$ cat src/sjbr_pkg.sv
// Package for the Shift-JIS kana to braille ASCII translator.
// Holds the token kinds, the queue entry type and the lookup functions.
`default_nettype none
package sjbr_pkg;

  localparam int QDEPTH = 4;
  localparam int QAW = 2;

  // Lookup codes for "not a joinable kana" and "not a small ya/yu/yo".
  localparam logic [2:0] JROW_NONE = 3'd7;
  localparam logic [1:0] SCOL_NONE = 2'd3;

  // One queue entry: up to two tokens whose strings go out in order.
  typedef struct packed {
    logic        has1;
    logic [15:0] tok1;   // code of first two-byte token (or single byte in low)
    logic        dbl1;   // first token is two-byte
    logic        has2;
    logic [15:0] tok2;
    logic        dbl2;
    logic        jn;     // joined token: tok1 kana, tok2 small kana
  } qent_t;

  // Two-character string: count plus chars.
  typedef struct packed {
    logic [1:0] n;
    logic [6:0] c0;
    logic [6:0] c1;
  } str_t;

  function automatic logic is_lead(input logic [7:0] b);
    return (b >= 8'h81 && b <= 8'h9F) || (b >= 8'hE0 && b <= 8'hFC);
  endfunction

  // Join row: 0-5 valid rows, 6 joins without entries, JROW_NONE not joinable.
  function automatic logic [2:0] join_row(input logic [15:0] c);
    case (c)
      16'h834C: return 3'd0;
      16'h834D: return 3'd1;
      16'h8356: return 3'd2;
      16'h8357: return 3'd3;
      16'h836A: return 3'd4;
      16'h8360: return 3'd5;
      16'h8374, 16'h8375, 16'h8373: return 3'd6;
      default: return JROW_NONE;
    endcase
  endfunction

  // Small ya/yu/yo column, SCOL_NONE if none.
  function automatic logic [1:0] small_col(input logic [15:0] c);
    case (c)
      16'h8383: return 2'd0;
      16'h8385: return 2'd1;
      16'h8387: return 2'd2;
      default: return SCOL_NONE;
    endcase
  endfunction

  function automatic str_t s1(input logic [7:0] a);
    return '{n: 2'd1, c0: a[6:0], c1: 7'd0};
  endfunction

  function automatic str_t s2(input logic [7:0] a, input logic [7:0] b);
    return '{n: 2'd2, c0: a[6:0], c1: b[6:0]};
  endfunction

  localparam str_t SNONE = '{n: 2'd0, c0: 7'd0, c1: 7'd0};

  function automatic str_t single_str(input logic [7:0] b);
    if (b >= "0" && b <= "9") begin
      case (b[3:0])
        4'd0: return s1("J");
        default: return s1(8'h40 + {4'd0, b[3:0]});
      endcase
    end else if (b >= "A" && b <= "Z") return s1(b);
    else if (b >= "a" && b <= "z") return s1(b - 8'd32);
    else if (b == "?") return s1("5");
    else if (b == "#") return s1("#");
    return SNONE;
  endfunction

  function automatic str_t kana_str(input logic [7:0] t);
    case (t)
      8'h41: return s1("A");  8'h43: return s1("B");  8'h45: return s1("C");
      8'h47: return s1("F");  8'h49: return s1("I");  8'h4A: return s1("*");
      8'h4B: return s2("\"", "*"); 8'h4C: return s1("<"); 8'h4D: return s2("\"", "<");
      8'h4E: return s1("%");  8'h4F: return s2("\"", "%"); 8'h50: return s1("$");
      8'h51: return s2("\"", "]"); 8'h52: return s1("["); 8'h53: return s2("\"", "[");
      8'h54: return s1(":");  8'h55: return s2("\"", ":"); 8'h56: return s1("\\");
      8'h57: return s2("\"", "\\"); 8'h58: return s1("?"); 8'h59: return s2("\"", "?");
      8'h5A: return s1("]");  8'h5B: return s2("\"", "$"); 8'h5C: return s1("W");
      8'h5D: return s2("\"", "W"); 8'h5E: return s1("O"); 8'h5F: return s2("\"", "O");
      8'h60: return s1("R");  8'h61: return s2("\"", "R"); 8'h62: return s1("1");
      8'h63: return s1("N");  8'h64: return s2("\"", "N"); 8'h65: return s1("Q");
      8'h66: return s2("\"", "Q"); 8'h67: return s1("T"); 8'h68: return s2("\"", "T");
      8'h69: return s1("K");  8'h6A: return s1("L");  8'h6B: return s1("M");
      8'h6C: return s1("P");  8'h6D: return s1("S");  8'h6E: return s1("U");
      8'h6F: return s2("\"", "U"); 8'h70: return s2(",", "U"); 8'h71: return s1("V");
      8'h72: return s2("\"", "V"); 8'h73: return s2(",", "V"); 8'h74: return s1("X");
      8'h75: return s2("\"", "X"); 8'h76: return s2(",", "X"); 8'h77: return s1("&");
      8'h78: return s2("\"", "&"); 8'h79: return s2(",", "&"); 8'h7A: return s1("!");
      8'h7B: return s2("\"", "!"); 8'h7C: return s2(",", "!"); 8'h7D: return s1("Z");
      8'h7E: return s1("(");  8'h80: return s1("Y");  8'h81: return s1("=");
      8'h82: return s1(")");  8'h84: return s1("/");  8'h86: return s1("+");
      8'h88: return s1(">");  8'h89: return s1("E");  8'h8A: return s1("H");
      8'h8B: return s1("D");  8'h8C: return s1("G");  8'h8D: return s1("J");
      8'h8F: return s1("'");  8'h92: return s1("9");  8'h93: return s1("0");
      default: return SNONE;
    endcase
  endfunction

  function automatic str_t double_str(input logic [15:0] c);
    if (c[15:8] == 8'h83) return kana_str(c[7:0]);
    if (c[15:8] == 8'h81) begin
      case (c[7:0])
        8'h41: return s1(";");
        8'h42: return s1("4");
        8'h48: return s1("5");
        8'h5B: return s1("3");
        default: return SNONE;
      endcase
    end
    return SNONE;
  endfunction

  function automatic str_t join_str(input logic [2:0] r, input logic [1:0] c);
    case ({r, c})
      {3'd0, 2'd0}: return s2("@", "*");  {3'd0, 2'd1}: return s2("@", "%");
      {3'd0, 2'd2}: return s1("[");
      {3'd1, 2'd0}: return s2("^", "*");  {3'd1, 2'd1}: return s2("^", "%");
      {3'd1, 2'd2}: return s1("[");
      {3'd2, 2'd0}: return s2("@", ":");  {3'd2, 2'd1}: return s2("@", "?");
      {3'd2, 2'd2}: return s2("@", "W");
      {3'd3, 2'd0}: return s2("^", ":");  {3'd3, 2'd1}: return s2("^", "?");
      {3'd3, 2'd2}: return s2("^", "W");
      {3'd4, 2'd0}: return s1("K");       {3'd4, 2'd1}: return s1("M");
      {3'd4, 2'd2}: return s2("@", "S");
      {3'd5, 2'd0}: return s2("@", "O");  {3'd5, 2'd1}: return s2("@", "N");
      {3'd5, 2'd2}: return s2("@", "T");
      default: return SNONE;
    endcase
  endfunction

  function automatic str_t tok_str(input logic [15:0] t, input logic d);
    return d ? double_str(t) : single_str(t[7:0]);
  endfunction

endpackage
`default_nettype wire

$ cat src/sjbr_queue.sv
// Short queue of classified entries between front and back parts.
// Depends on sjbr_pkg.
`default_nettype none
module sjbr_queue import sjbr_pkg::*; (
  input  wire logic  clk,
  input  wire logic  rst_n,
  input  wire logic  push,
  input  wire qent_t wdata,
  output logic       full,
  input  wire logic  pop,
  output qent_t      rdata,
  output logic       empty
);
  qent_t mem [QDEPTH];
  logic [QAW:0] wp_r, rp_r;

  assign full  = (wp_r[QAW] != rp_r[QAW]) && (wp_r[QAW-1:0] == rp_r[QAW-1:0]);
  assign empty = (wp_r == rp_r);
  assign rdata = mem[rp_r[QAW-1:0]];

  always_ff @(posedge clk) begin
    if (push) mem[wp_r[QAW-1:0]] <= wdata;
  end

  always_ff @(posedge clk) begin
    if (!rst_n) begin
      wp_r <= '0;
      rp_r <= '0;
    end else begin
      if (push) wp_r <= wp_r + 1'b1;
      if (pop)  rp_r <= rp_r + 1'b1;
    end
  end
endmodule
`default_nettype wire

$ cat config.mk
export PLATFORM = sky130hd
export DESIGN_NAME = sjbr_queue
export DESIGN_NICKNAME = d
export VERILOG_FILES = /design/src/sjbr_pkg.sv /design/src/sjbr_queue.sv
export SDC_FILE = /design/constraint.sdc
export NUM_CORES = 1
export LEC_CHECK = 0
export ABC_CLOCK_PERIOD_IN_PS = 2600
export BUFFER_PORTS_ARGS = -buffer_cell sky130_fd_sc_hd__buf_2
export CAP_MARGIN = 20
export CORE_UTILIZATION = 45
export CTS_CLUSTER_DIAMETER = 30
export CTS_CLUSTER_SIZE = 40
export DETAILED_ROUTE_END_ITERATION = 7
export SLEW_MARGIN = 20
export SYNTH_ARGS = -nofsm -noshare
export SYNTH_HDL_FRONTEND = slang
export SYNTH_SLANG_ARGS = --single-unit
$ cat constraint.sdc
create_clock -name clk -period 2.6 [get_ports clk]
set_clock_uncertainty 0.2 [all_clocks]
set_input_delay 0.13 -clock clk [delete_from_list [all_inputs] [get_ports clk]]
set_output_delay 0.13 -clock clk [all_outputs]
set_load 0.05 [all_outputs]
==> impl_results.md <==
- Predominant post-synthesis flop cell: edfxtp_1
- Clk slew on worst S/H paths: 60 ps
- Core Region: 12570 µm²
- Largest net degree at the start of global routing: 35
- Starting Density: 46.13%
- Arrival time at the worst endpoint: 1960 ps
- Slew margin rel.: 64.57%
- CP required: 2270 ps
- Crit Path Class: reg -> out
- Mapped Area: 5798 µm²
- 1st-pass router iterations: 4
- Number of fill cells: 912
- Fin. Hold Viols: 0
- Delay of the slowest critical-path stage: 630 ps
- Mapped Cells: 234
- Crit path max-delay cell type: mux4_1
- CP max FO: 21
- CTS Buf Count: 17
- Max clock buf depth: 2
- Period utilisation layout: 87.97%
- Slew Limit Fails: 0
- Final non-filler cell area: 7437 µm²
- P&R area growth vs syn: 28.27%
- Die Y-Extent: 115.5 µm
- Max cap viols: 0
- CTS tree: yes
- Post-CTS setup buffer count: 0
- Setup crit end kind: primary output
- Global route overflow: 0
- Largest cells by area after synthesis: edfxtp_1 77%, mux4_2 12%, mux4_1 3.2%
- Hold crit path type: in -> reg
- Layout cells sized above 1: 39.38%
- Initial DRC count: 118
- Pwr per Cell Area: 819.9 nW/µm²
- Vias in the first global route: 2870
- Buf/Inv on CP: 2
- Actual slew at the worst max-slew pin: 531.5 ps
- Mean Syn Cell Area: 24.78 µm²
- Netlist cell types: 21
- Lkg Pwr: 2.609 nW
- Die area: 13340 µm²
- Die width: 115.5 µm
- Ports: 80
- Post-CTS Hold Buffers: 42
- Post-synth top area share: 76.65%
- ANT nets after route: 0
- Final #Nets: 419
- Worst-Skew Late Latency: 410 ps
- Yosys warning total: 0
- Root Driver: clkbuf_16
- Syn Nets: 280
- ANT cells: 0
- CTS H-tree depth: 4
- Dpl hpwl: 5.639 mm
- Fmax: 437.2 MHz
- CTS resizes: 0
- Via/cell ratio: 4.833
- First-pass GRT wire length: 14.77 mm
- Critical path's top delay family: multiplexers
- DP Area: 6444 µm²
- Antenna violations before repair: 0
- Rows: 41
- Register area share after synthesis: 79.41%
- Post-synth ARST share: 0%
- Vias: 2697
- Port bufs: 79
- Setup violators final: 0
- Global placer's final weighted congestion: 0.6611
- Worst VDD drop: 366.6 µV
- Dominant cell type by area after synthesis: edfxtp_1
- Routed WL per cell: 17.34 µm
- Yosys reg bits: 156
- Hold_ws: 268.8 ps
- Status: finished, final reports clean
- GRT Util Overall: 15.92%
- DRC violations left: 0
- Final WL: 9.676 mm
- Setup TNS: 0 ps
- CP cell instances: buf_4, mux4_1, buf_2
- RSZ-0062 raised after global routing: no
- Minimum clock period: 2287 ps
- Num Clock Sinks: 156
- Crit start category: flop
- Post-synth EDFFs: 148
-- per-layer routing --
metal  GRT usage, %  up-vias  wire length (µm)
li1               -     1268                 -
met1          18.63     1357              4009
met2          26.83       61              5112
met3          5.178       11               393
met4          7.359        0               160
met5              0        -                 0
-- Yosys cell counts, types with 3 or more instances --
cell	n
mux4_1	7
mux4_2	30
inv_1	3
buf_2	3
buf_12	3
edfxtp_1	148
nor2_1	5
dfxtp_1	8
xnor2_1	3
ha_1	5
and2_1	4
-- worst register-to-register path, stage by stage (launching register included) --
cell and delay (ps):
dfxtp_1 450, ha_1 220, and2_2 400, buf_12 260
-- logic make-up (layout without fill, tap and decap cells) --
group	count (synthesis)	count (layout)	share of synthesized area [%]
simple gates	13	13	1.230
flops	156	156	79.41
mux	39	39	15.17
buf+inv	12	164	1.834
compound gates	4	4	0.5179
xor+xnor	5	5	0.7554
fa+ha+maj	5	5	1.079
-- sequential cells by signal (all words and copies together) (netlist names), named ones only --
signal	count
rp_r	3
mem	148
wp_r	3
-- layout make-up --
cell class                      instances  area [µm²]  share of cell area (%)
Tap cell                              172       215.2                   2.894
Timing Repair Buffer                  129       938.4                   12.62
Sequential cell                       156        4607                   61.94
Inverter                                3       11.26                  0.1514
Multi-Input combinational cell         66        1092                   14.69
Clock inverter                          5       26.28                  0.3533
Clock buffer                           27       546.8                   7.352
-- path summary, 6_finish.rpt --
kind,start,end,slack (ps),cells past startpoint
hold reg to reg,wp_r[2]$_SDFFE_PN0P_,wp_r[2]$_SDFFE_PN0P_,360,2
setup / recovery,flop,rdata[0],310,3
setup reg to reg,wp_r[0]$_SDFFE_PN0P_,mem[3][0]$_DFFE_PP_,750,3
hold / removal,wdata[31],mem[3][31]$_DFFE_PP_,270,2
-- power by group --
part | leakage, nW | switching, mW | internal, mW
Sequential | 1.43 | 0.0311 | 2.88
Combinational | 0.896 | 0.572 | 0.294
Clock | 0.287 | 0.885 | 1.44
Total | 2.61 | 1.49 | 4.61
-- cell usage in the layout (no fill, tap or decap), drive strengths merged --
master	n
nor3b	1
mux4	37
buf	87
clkbuf	27
nor2	5
xor2	2
inv	4
xnor2	3
ha	5
a21oi	2
nor3	1
nand3b	2
a21bo	2
clkinv	4
and2	4
edfxtp	148
dfxtp	8
dlygate4sd3	42
mux2i	2
-- per-stage QoR --
stage | power [mW] | cells | worst slack [ps] | utilization (%)
after global placement | 3.780 | 484 | 713.3 | 51.27
after CTS | 6.161 | 558 | 250.4 | 59.17
after global routing | 6.298 | 558 | 195.9 | 59.17
after floorplan | 3.584 | 234 | 487.1 | -
final | 6.098 | 558 | 312.7 | 59.17
after detailed placement | 3.791 | 484 | 703.2 | 51.27
No activity file was read; power rests on OpenSTA's default activity.
