**src/sjbr_pkg.sv**
```systemverilog
// Package for the Shift-JIS kana to braille ASCII translator.
// Holds the token kinds, the queue entry type and the lookup functions.
`default_nettype none
package sjbr_pkg;

  localparam int QDEPTH = 4;
  localparam int QAW = 2;

  // Lookup codes for "not a joinable kana" and "not a small ya/yu/yo".
  localparam logic [2:0] JROW_NONE = 3'd7;
  localparam logic [1:0] SCOL_NONE = 2'd3;

  // One queue entry: up to two tokens whose strings go out in order.
  typedef struct packed {
    logic        has1;
    logic [15:0] tok1;   // code of first two-byte token (or single byte in low)
    logic        dbl1;   // first token is two-byte
    logic        has2;
    logic [15:0] tok2;
    logic        dbl2;
    logic        jn;     // joined token: tok1 kana, tok2 small kana
  } qent_t;

  // Two-character string: count plus chars.
  typedef struct packed {
    logic [1:0] n;
    logic [6:0] c0;
    logic [6:0] c1;
  } str_t;

  function automatic logic is_lead(input logic [7:0] b);
    return (b >= 8'h81 && b <= 8'h9F) || (b >= 8'hE0 && b <= 8'hFC);
  endfunction

  // Join row: 0-5 valid rows, 6 joins without entries, JROW_NONE not joinable.
  function automatic logic [2:0] join_row(input logic [15:0] c);
    case (c)
      16'h834C: return 3'd0;
      16'h834D: return 3'd1;
      16'h8356: return 3'd2;
      16'h8357: return 3'd3;
      16'h836A: return 3'd4;
      16'h8360: return 3'd5;
      16'h8374, 16'h8375, 16'h8373: return 3'd6;
      default: return JROW_NONE;
    endcase
  endfunction

  // Small ya/yu/yo column, SCOL_NONE if none.
  function automatic logic [1:0] small_col(input logic [15:0] c);
    case (c)
      16'h8383: return 2'd0;
      16'h8385: return 2'd1;
      16'h8387: return 2'd2;
      default: return SCOL_NONE;
    endcase
  endfunction

  function automatic str_t s1(input logic [7:0] a);
    return '{n: 2'd1, c0: a[6:0], c1: 7'd0};
  endfunction

  function automatic str_t s2(input logic [7:0] a, input logic [7:0] b);
    return '{n: 2'd2, c0: a[6:0], c1: b[6:0]};
  endfunction

  localparam str_t SNONE = '{n: 2'd0, c0: 7'd0, c1: 7'd0};

  function automatic str_t single_str(input logic [7:0] b);
    if (b >= "0" && b <= "9") begin
      case (b[3:0])
        4'd0: return s1("J");
        default: return s1(8'h40 + {4'd0, b[3:0]});
      endcase
    end else if (b >= "A" && b <= "Z") return s1(b);
    else if (b >= "a" && b <= "z") return s1(b - 8'd32);
    else if (b == "?") return s1("5");
    else if (b == "#") return s1("#");
    return SNONE;
  endfunction

  function automatic str_t kana_str(input logic [7:0] t);
    case (t)
      8'h41: return s1("A");  8'h43: return s1("B");  8'h45: return s1("C");
      8'h47: return s1("F");  8'h49: return s1("I");  8'h4A: return s1("*");
      8'h4B: return s2("\"", "*"); 8'h4C: return s1("<"); 8'h4D: return s2("\"", "<");
      8'h4E: return s1("%");  8'h4F: return s2("\"", "%"); 8'h50: return s1("$");
      8'h51: return s2("\"", "]"); 8'h52: return s1("["); 8'h53: return s2("\"", "[");
      8'h54: return s1(":");  8'h55: return s2("\"", ":"); 8'h56: return s1("\\");
      8'h57: return s2("\"", "\\"); 8'h58: return s1("?"); 8'h59: return s2("\"", "?");
      8'h5A: return s1("]");  8'h5B: return s2("\"", "$"); 8'h5C: return s1("W");
      8'h5D: return s2("\"", "W"); 8'h5E: return s1("O"); 8'h5F: return s2("\"", "O");
      8'h60: return s1("R");  8'h61: return s2("\"", "R"); 8'h62: return s1("1");
      8'h63: return s1("N");  8'h64: return s2("\"", "N"); 8'h65: return s1("Q");
      8'h66: return s2("\"", "Q"); 8'h67: return s1("T"); 8'h68: return s2("\"", "T");
      8'h69: return s1("K");  8'h6A: return s1("L");  8'h6B: return s1("M");
      8'h6C: return s1("P");  8'h6D: return s1("S");  8'h6E: return s1("U");
      8'h6F: return s2("\"", "U"); 8'h70: return s2(",", "U"); 8'h71: return s1("V");
      8'h72: return s2("\"", "V"); 8'h73: return s2(",", "V"); 8'h74: return s1("X");
      8'h75: return s2("\"", "X"); 8'h76: return s2(",", "X"); 8'h77: return s1("&");
      8'h78: return s2("\"", "&"); 8'h79: return s2(",", "&"); 8'h7A: return s1("!");
      8'h7B: return s2("\"", "!"); 8'h7C: return s2(",", "!"); 8'h7D: return s1("Z");
      8'h7E: return s1("(");  8'h80: return s1("Y");  8'h81: return s1("=");
      8'h82: return s1(")");  8'h84: return s1("/");  8'h86: return s1("+");
      8'h88: return s1(">");  8'h89: return s1("E");  8'h8A: return s1("H");
      8'h8B: return s1("D");  8'h8C: return s1("G");  8'h8D: return s1("J");
      8'h8F: return s1("'");  8'h92: return s1("9");  8'h93: return s1("0");
      default: return SNONE;
    endcase
  endfunction

  function automatic str_t double_str(input logic [15:0] c);
    if (c[15:8] == 8'h83) return kana_str(c[7:0]);
    if (c[15:8] == 8'h81) begin
      case (c[7:0])
        8'h41: return s1(";");
        8'h42: return s1("4");
        8'h48: return s1("5");
        8'h5B: return s1("3");
        default: return SNONE;
      endcase
    end
    return SNONE;
  endfunction

  function automatic str_t join_str(input logic [2:0] r, input logic [1:0] c);
    case ({r, c})
      {3'd0, 2'd0}: return s2("@", "*");  {3'd0, 2'd1}: return s2("@", "%");
      {3'd0, 2'd2}: return s1("[");
      {3'd1, 2'd0}: return s2("^", "*");  {3'd1, 2'd1}: return s2("^", "%");
      {3'd1, 2'd2}: return s1("[");
      {3'd2, 2'd0}: return s2("@", ":");  {3'd2, 2'd1}: return s2("@", "?");
      {3'd2, 2'd2}: return s2("@", "W");
      {3'd3, 2'd0}: return s2("^", ":");  {3'd3, 2'd1}: return s2("^", "?");
      {3'd3, 2'd2}: return s2("^", "W");
      {3'd4, 2'd0}: return s1("K");       {3'd4, 2'd1}: return s1("M");
      {3'd4, 2'd2}: return s2("@", "S");
      {3'd5, 2'd0}: return s2("@", "O");  {3'd5, 2'd1}: return s2("@", "N");
      {3'd5, 2'd2}: return s2("@", "T");
      default: return SNONE;
    endcase
  endfunction

  function automatic str_t tok_str(input logic [15:0] t, input logic d);
    return d ? double_str(t) : single_str(t[7:0]);
  endfunction

endpackage
`default_nettype wire

```
**src/sjbr_front.sv**
```systemverilog
// Front part: holds lead and kana bytes and turns each byte into a queue entry.
// Depends on sjbr_pkg.
`default_nettype none
module sjbr_front import sjbr_pkg::*; (
  input  wire logic       clk,
  input  wire logic       rst_n,
  input  wire logic       in_valid,
  output logic            in_stall,
  input  wire logic [7:0] in_text_byte,
  input  wire logic       in_end_of_text,
  output logic            q_push,
  output qent_t           q_data,
  input  wire logic       q_full
);
  logic [23:0] held_r, held_nxt;
  logic [1:0]  cnt_r, cnt_nxt;

  assign in_stall = q_full;

  always_comb begin
    logic [7:0]  b;
    logic [15:0] code, kana, nd;
    b = in_text_byte;
    held_nxt = 24'd0;
    cnt_nxt = 2'd0;
    q_data = '0;
    code = {held_r[7:0], b};
    kana = held_r[23:8];
    nd = held_r[15:0];
    case (cnt_r)
      2'd0: begin
        if (is_lead(b)) begin
          held_nxt = {16'd0, b}; cnt_nxt = 2'd1;
        end else begin
          q_data.has1 = 1'b1; q_data.tok1 = {8'd0, b};
        end
      end
      2'd1: begin
        if (join_row(code) != JROW_NONE) begin
          held_nxt = {8'd0, code}; cnt_nxt = 2'd2;
        end else begin
          q_data.has1 = 1'b1; q_data.tok1 = code; q_data.dbl1 = 1'b1;
        end
      end
      2'd2: begin
        if (is_lead(b)) begin
          held_nxt = {held_r[15:0], b}; cnt_nxt = 2'd3;
        end else begin
          q_data.has1 = 1'b1; q_data.tok1 = nd; q_data.dbl1 = 1'b1;
          q_data.has2 = 1'b1; q_data.tok2 = {8'd0, b};
        end
      end
      default: begin
        if (small_col(code) != SCOL_NONE) begin
          q_data.jn = 1'b1; q_data.tok1 = kana; q_data.tok2 = code;
        end else begin
          q_data.has1 = 1'b1; q_data.tok1 = kana; q_data.dbl1 = 1'b1;
          if (join_row(code) != JROW_NONE) begin
            held_nxt = {8'd0, code}; cnt_nxt = 2'd2;
          end else begin
            q_data.has2 = 1'b1; q_data.tok2 = code; q_data.dbl2 = 1'b1;
          end
        end
      end
    endcase
    if (in_end_of_text) begin
      // flush held kana into the free slot (slot 2 is free whenever kana is held)
      if (cnt_nxt == 2'd2 || cnt_nxt == 2'd3) begin
        if (q_data.has1) begin
          q_data.has2 = 1'b1; q_data.dbl2 = 1'b1;
          q_data.tok2 = (cnt_nxt == 2'd2) ? held_nxt[15:0] : held_nxt[23:8];
        end else begin
          q_data.has1 = 1'b1; q_data.dbl1 = 1'b1;
          q_data.tok1 = (cnt_nxt == 2'd2) ? held_nxt[15:0] : held_nxt[23:8];
        end
      end
      held_nxt = 24'd0;
      cnt_nxt = 2'd0;
    end
  end

  // every accepted byte pushes an entry so last_of_run is known per item
  assign q_push = in_valid && !q_full;

  always_ff @(posedge clk) begin
    if (!rst_n) begin
      held_r <= 24'd0;
      cnt_r <= 2'd0;
    end else if (q_push) begin
      held_r <= held_nxt;
      cnt_r <= cnt_nxt;
    end
  end
endmodule
`default_nettype wire

```
**config.mk**
```make
export PLATFORM = sky130hd
export DESIGN_NAME = sjbr_front
export DESIGN_NICKNAME = d
export VERILOG_FILES = /design/src/sjbr_pkg.sv /design/src/sjbr_front.sv
export SDC_FILE = /design/constraint.sdc
export NUM_CORES = 1
export LEC_CHECK = 0
export BUFFER_PORTS_ARGS = -buffer_cell sky130_fd_sc_hd__buf_2
export CAP_MARGIN = 25
export CORE_MARGIN = 2
export CORE_UTILIZATION = 40
export DETAILED_ROUTE_END_ITERATION = 16
export GPL_TIMING_DRIVEN = 0
export PLACE_DENSITY_LB_ADDON = 0.05
export RECOVER_POWER = 50
export REMOVE_ABC_BUFFERS = 1
export SETUP_SLACK_MARGIN = 0.3
export SLEW_MARGIN = 20
export SYNTH_ARGS = -nofsm -noshare
export SYNTH_HDL_FRONTEND = slang
export SYNTH_SLANG_ARGS = --single-unit
```
**constraint.sdc**
```tcl
create_clock -name clk -period 2.5 [get_ports clk]
set_input_delay 0.25 -clock clk [delete_from_list [all_inputs] [get_ports clk]]
set_output_delay 0.25 -clock clk [all_outputs]
set_load 0.1 [all_outputs]
```
==> impl_metrics.sql <==
INSERT INTO impl_metrics (metric_group, metric, value, unit) VALUES
('outcome', 'run_status', 'finished, violations left', ''),
('outcome', 'failed_checks', 'negative setup slack', ''),
('placement', 'place_hpwl', '4300', 'um'),
('synth', 'synth.lib_cells_used.distinct', '51', ''),
('synth', 'ys_seq_elements', '26', ''),
('cts', 'htree_levels', '1', ''),
('floorplan', 'design.portCount', '52', ''),
('route', 'detail_route.first_pass.iterations', '6', ''),
('route', 'met2WireLength', '3450', 'um'),
('route', 'antenna_violating_nets_left', '0', ''),
('synth', 'cells_after_synth', '248', ''),
('timing', 'rsz0062_at_grt', 'true', ''),
('floorplan', 'die_width', '73.9', 'um'),
('synth', 'ys_seq_area_share', '26.7', '%'),
('finish', 'area_delta_synth_final', '69.4', '%'),
('critical_path', 'worst_path_maximum_fanout', '5', ''),
('finish', 'layout.cells.most_common_list', 'buf_12 (31), buf_4 (17), a22o_1 (16), dfxtp_1 (16), nor2_1 (13)', ''),
('pwr', 'peakVddDrop', '0.000220', 'V'),
('timing', 'finalCriticalPeriod', '2.58', 'ns'),
('finish', 'finish.utilization', '70.0', '%'),
('timing', 'setup-violations-final', '13', ''),
('timing', 'maxSlewViolCount', '0', ''),
('finish', 'antennaDiodeCount', '0', ''),
('synth', 'async_flop_share', '0', '%'),
('floorplan', 'initial_core_util', '41.3', '%'),
('placement', 'pre_cts_ws', '-0.766', 'ns'),
('worst_hold_path', 'worst_hold_path_type', 'in -> reg', ''),
('finish', 'nets', '322', ''),
('cts', 'cts_inserted_buffers', '3', ''),
('route', 'drt_wl_total', '7140', 'um'),
('critical_path', 'worstPathCellList', 'buf_12, or4bb_1, a311o_2, a311oi_4, buf_4, a22oi_2, o22ai_2, buf_12', ''),
('grt', 'grt_start_max_net_pins', '19', ''),
('grt', 'grt_first_pass_wirelength', '11700', 'um'),
('critical_path', 'worstSetupPathType', 'in -> out', ''),
('cts', 'cts.reportedPaths.clkPinSlew', '0.09', 'ns'),
('critical_path', 'worst_path_most_repeated_cell', 'buf_12', ''),
('floorplan', 'floorplan.die.height', '73.9', 'um'),
('pwr', 'design_power_total', '1010', 'uW'),
('cts', 'cts_tree', 'done', ''),
('critical_path', 'critical_path_required', '2.25', 'ns'),
('cts', 'clock_latency', '0.27', 'ns'),
('grt', 'grt.overflow.total', '0', ''),
('critical_path', 'arrival', '2.33', 'ns'),
('floorplan', 'fp.dieArea', '5450', 'um2'),
('pwr', 'power.static_leakage', '0.00120', 'uW'),
('timing', 'hold-worst-slack', '0.244', 'ns'),
('route', 'highest-signal-layer', 'met4', ''),
('critical_path', 'critical-path-max-stage-delay', '0.48', 'ns'),
('placement', 'placed_cell_count', '347', ''),
('critical_path', 'critPathLaunchType', 'input pin', ''),
('synth', 'syn-cell-area', '1950', 'um2'),
('floorplan', 'area_of_the_core_region', '4720', 'um2'),
('grt', 'grt_usage', '27.7', '%'),
('timing', 'finalWorstSetupSlack', '-0.0798', 'ns'),
('synth', 'synth_enable_flop_cells', '0', ''),
('finish', 'share_of_final_layout_standard_cells_stronger_than_drive_strength_1', '45.1', '%'),
('synth', 'ys_warn_count', '0', ''),
('timing', 'relSlewSlack', '23.0', '%'),
('pwr', 'pwr_density_cell', '305', 'nW/um2'),
('route', 'met3WireLength', '450', 'um'),
('placement', 'place.gp.congestion', '0.822', ''),
('floorplan', 'fp-row-count', '25', ''),
('synth', 'syn_area_per_cell', '7.87', 'um2'),
('placement', 'buffer_ports.inserted', '51', ''),
('run', 'max_cap_viol_count', '0', ''),
('route', 'vias_per_cell', '6.21', ''),
('timing', 'tightestPinTransition', '1.16', 'ns'),
('critical_path', 'critical-path-top-delay-family', 'compound AO/OA/AOI/OAI gates', ''),
('synth', 'yosys_most_used_dff', 'dfxtp_1', ''),
('finish', 'layout.cells.most_common', 'buf_12', ''),
('route', 'route.detailed.drc', '0', '');
-- worst reg2reg max path: stages, from the launching register on --
cell	delay, ns
dfxtp_4	0.39
nor4bb_4	0.28
buf_4	0.19
nand3_4	0.13
a311o_2	0.44
a21oi_1	0.58
a22o_1	0.23
-- kinds of logic after synthesis --
logic type	synth area share (%)
xor gates and xnor gates	0.449
DFF	26.7
muxes	4.62
buffers and inverters	6.73
and+or+nand+nor	25.9
AOI/OAI and AO/OA	35.6
-- layout make-up --
| type | instances | area, um2 |
|---|---|---|
| fill | 347 | 1420 |
| inverter | 13 | 50.0 |
| multi-input combinational | 190 | 1610 |
| sequential | 26 | 548 |
| timing repair buffer | 75 | 957 |
| tap | 67 | 83.8 |
| clock buffer | 4 | 55.1 |
-- sequential cells by signal, summed over array words and instances, names as in the netlist --
register / count
held_r: 24
cnt_r: 2
-- layer usage --
| layer | vias up | track usage, % |
|---|---|---|
| met5 | - | 0 |
| met4 | 0 | 9.90 |
| met3 | 20 | 2.74 |
| li1 | 1084 | - |
| met1 | 1111 | 36.4 |
| met2 | 114 | 46.9 |
-- cells in the mapped netlist, types with 7 or more instances --
master / n / area, um2
dfxtp_1: 26 / 521
a22o_1: 16 / 140
clkbuf_1: 16 / 60.1
nor2_1: 16 / 60.1
and2_1: 13 / 81.3
nand2_1: 12 / 45.0
inv_1: 11 / 41.3
a21oi_1: 10 / 50.1
o22ai_1: 10 / 62.6
mux2i_1: 9 / 90.1
and3_1: 8 / 50.1
nand3_1: 8 / 40.0
a222oi_1: 7 / 70.1
nor2b_1: 7 / 43.8
o21ai_0: 7 / 35.0
-- where the power goes --
group,switching [uW],internal [uW],leakage (uW),total [uW]
Clock,135,141,0.0000288,276
Sequential,5.15,410,0.000216,415
Combinational,206,111,0.000958,317
-- through the flow --
step | area (um2) | setup TNS (ns)
after floorplan | 1870 | -16.51
after global placement | 2210 | -19.24
after detailed placement | 2220 | -17.87
after CTS | 3230 | -0.00805
after global routing | 3310 | -1.67
final | 3310 | -0.458
-- timing repair --
item / CTS / global route
setup endpoints to repair: 48 / 41
setup buffers: 18 / 5
gates cloned: 1 / 0
resized for setup: 206 / 14
pin swaps: 24 / 12
-- path summary, 6_finish.rpt --
check	start	endpoint	slack [ns]	depth (start not counted)
max	in_text_byte[4]	q_data[25]	-0.08	8
min	in_text_byte[0]	held_r[0]	0.24	2
max reg2reg	held_r[2]	held_r[1]	0.21	6
min reg2reg	held_r[18]	held_r[18]	0.48	2
(Power assumes the default switching activity.)
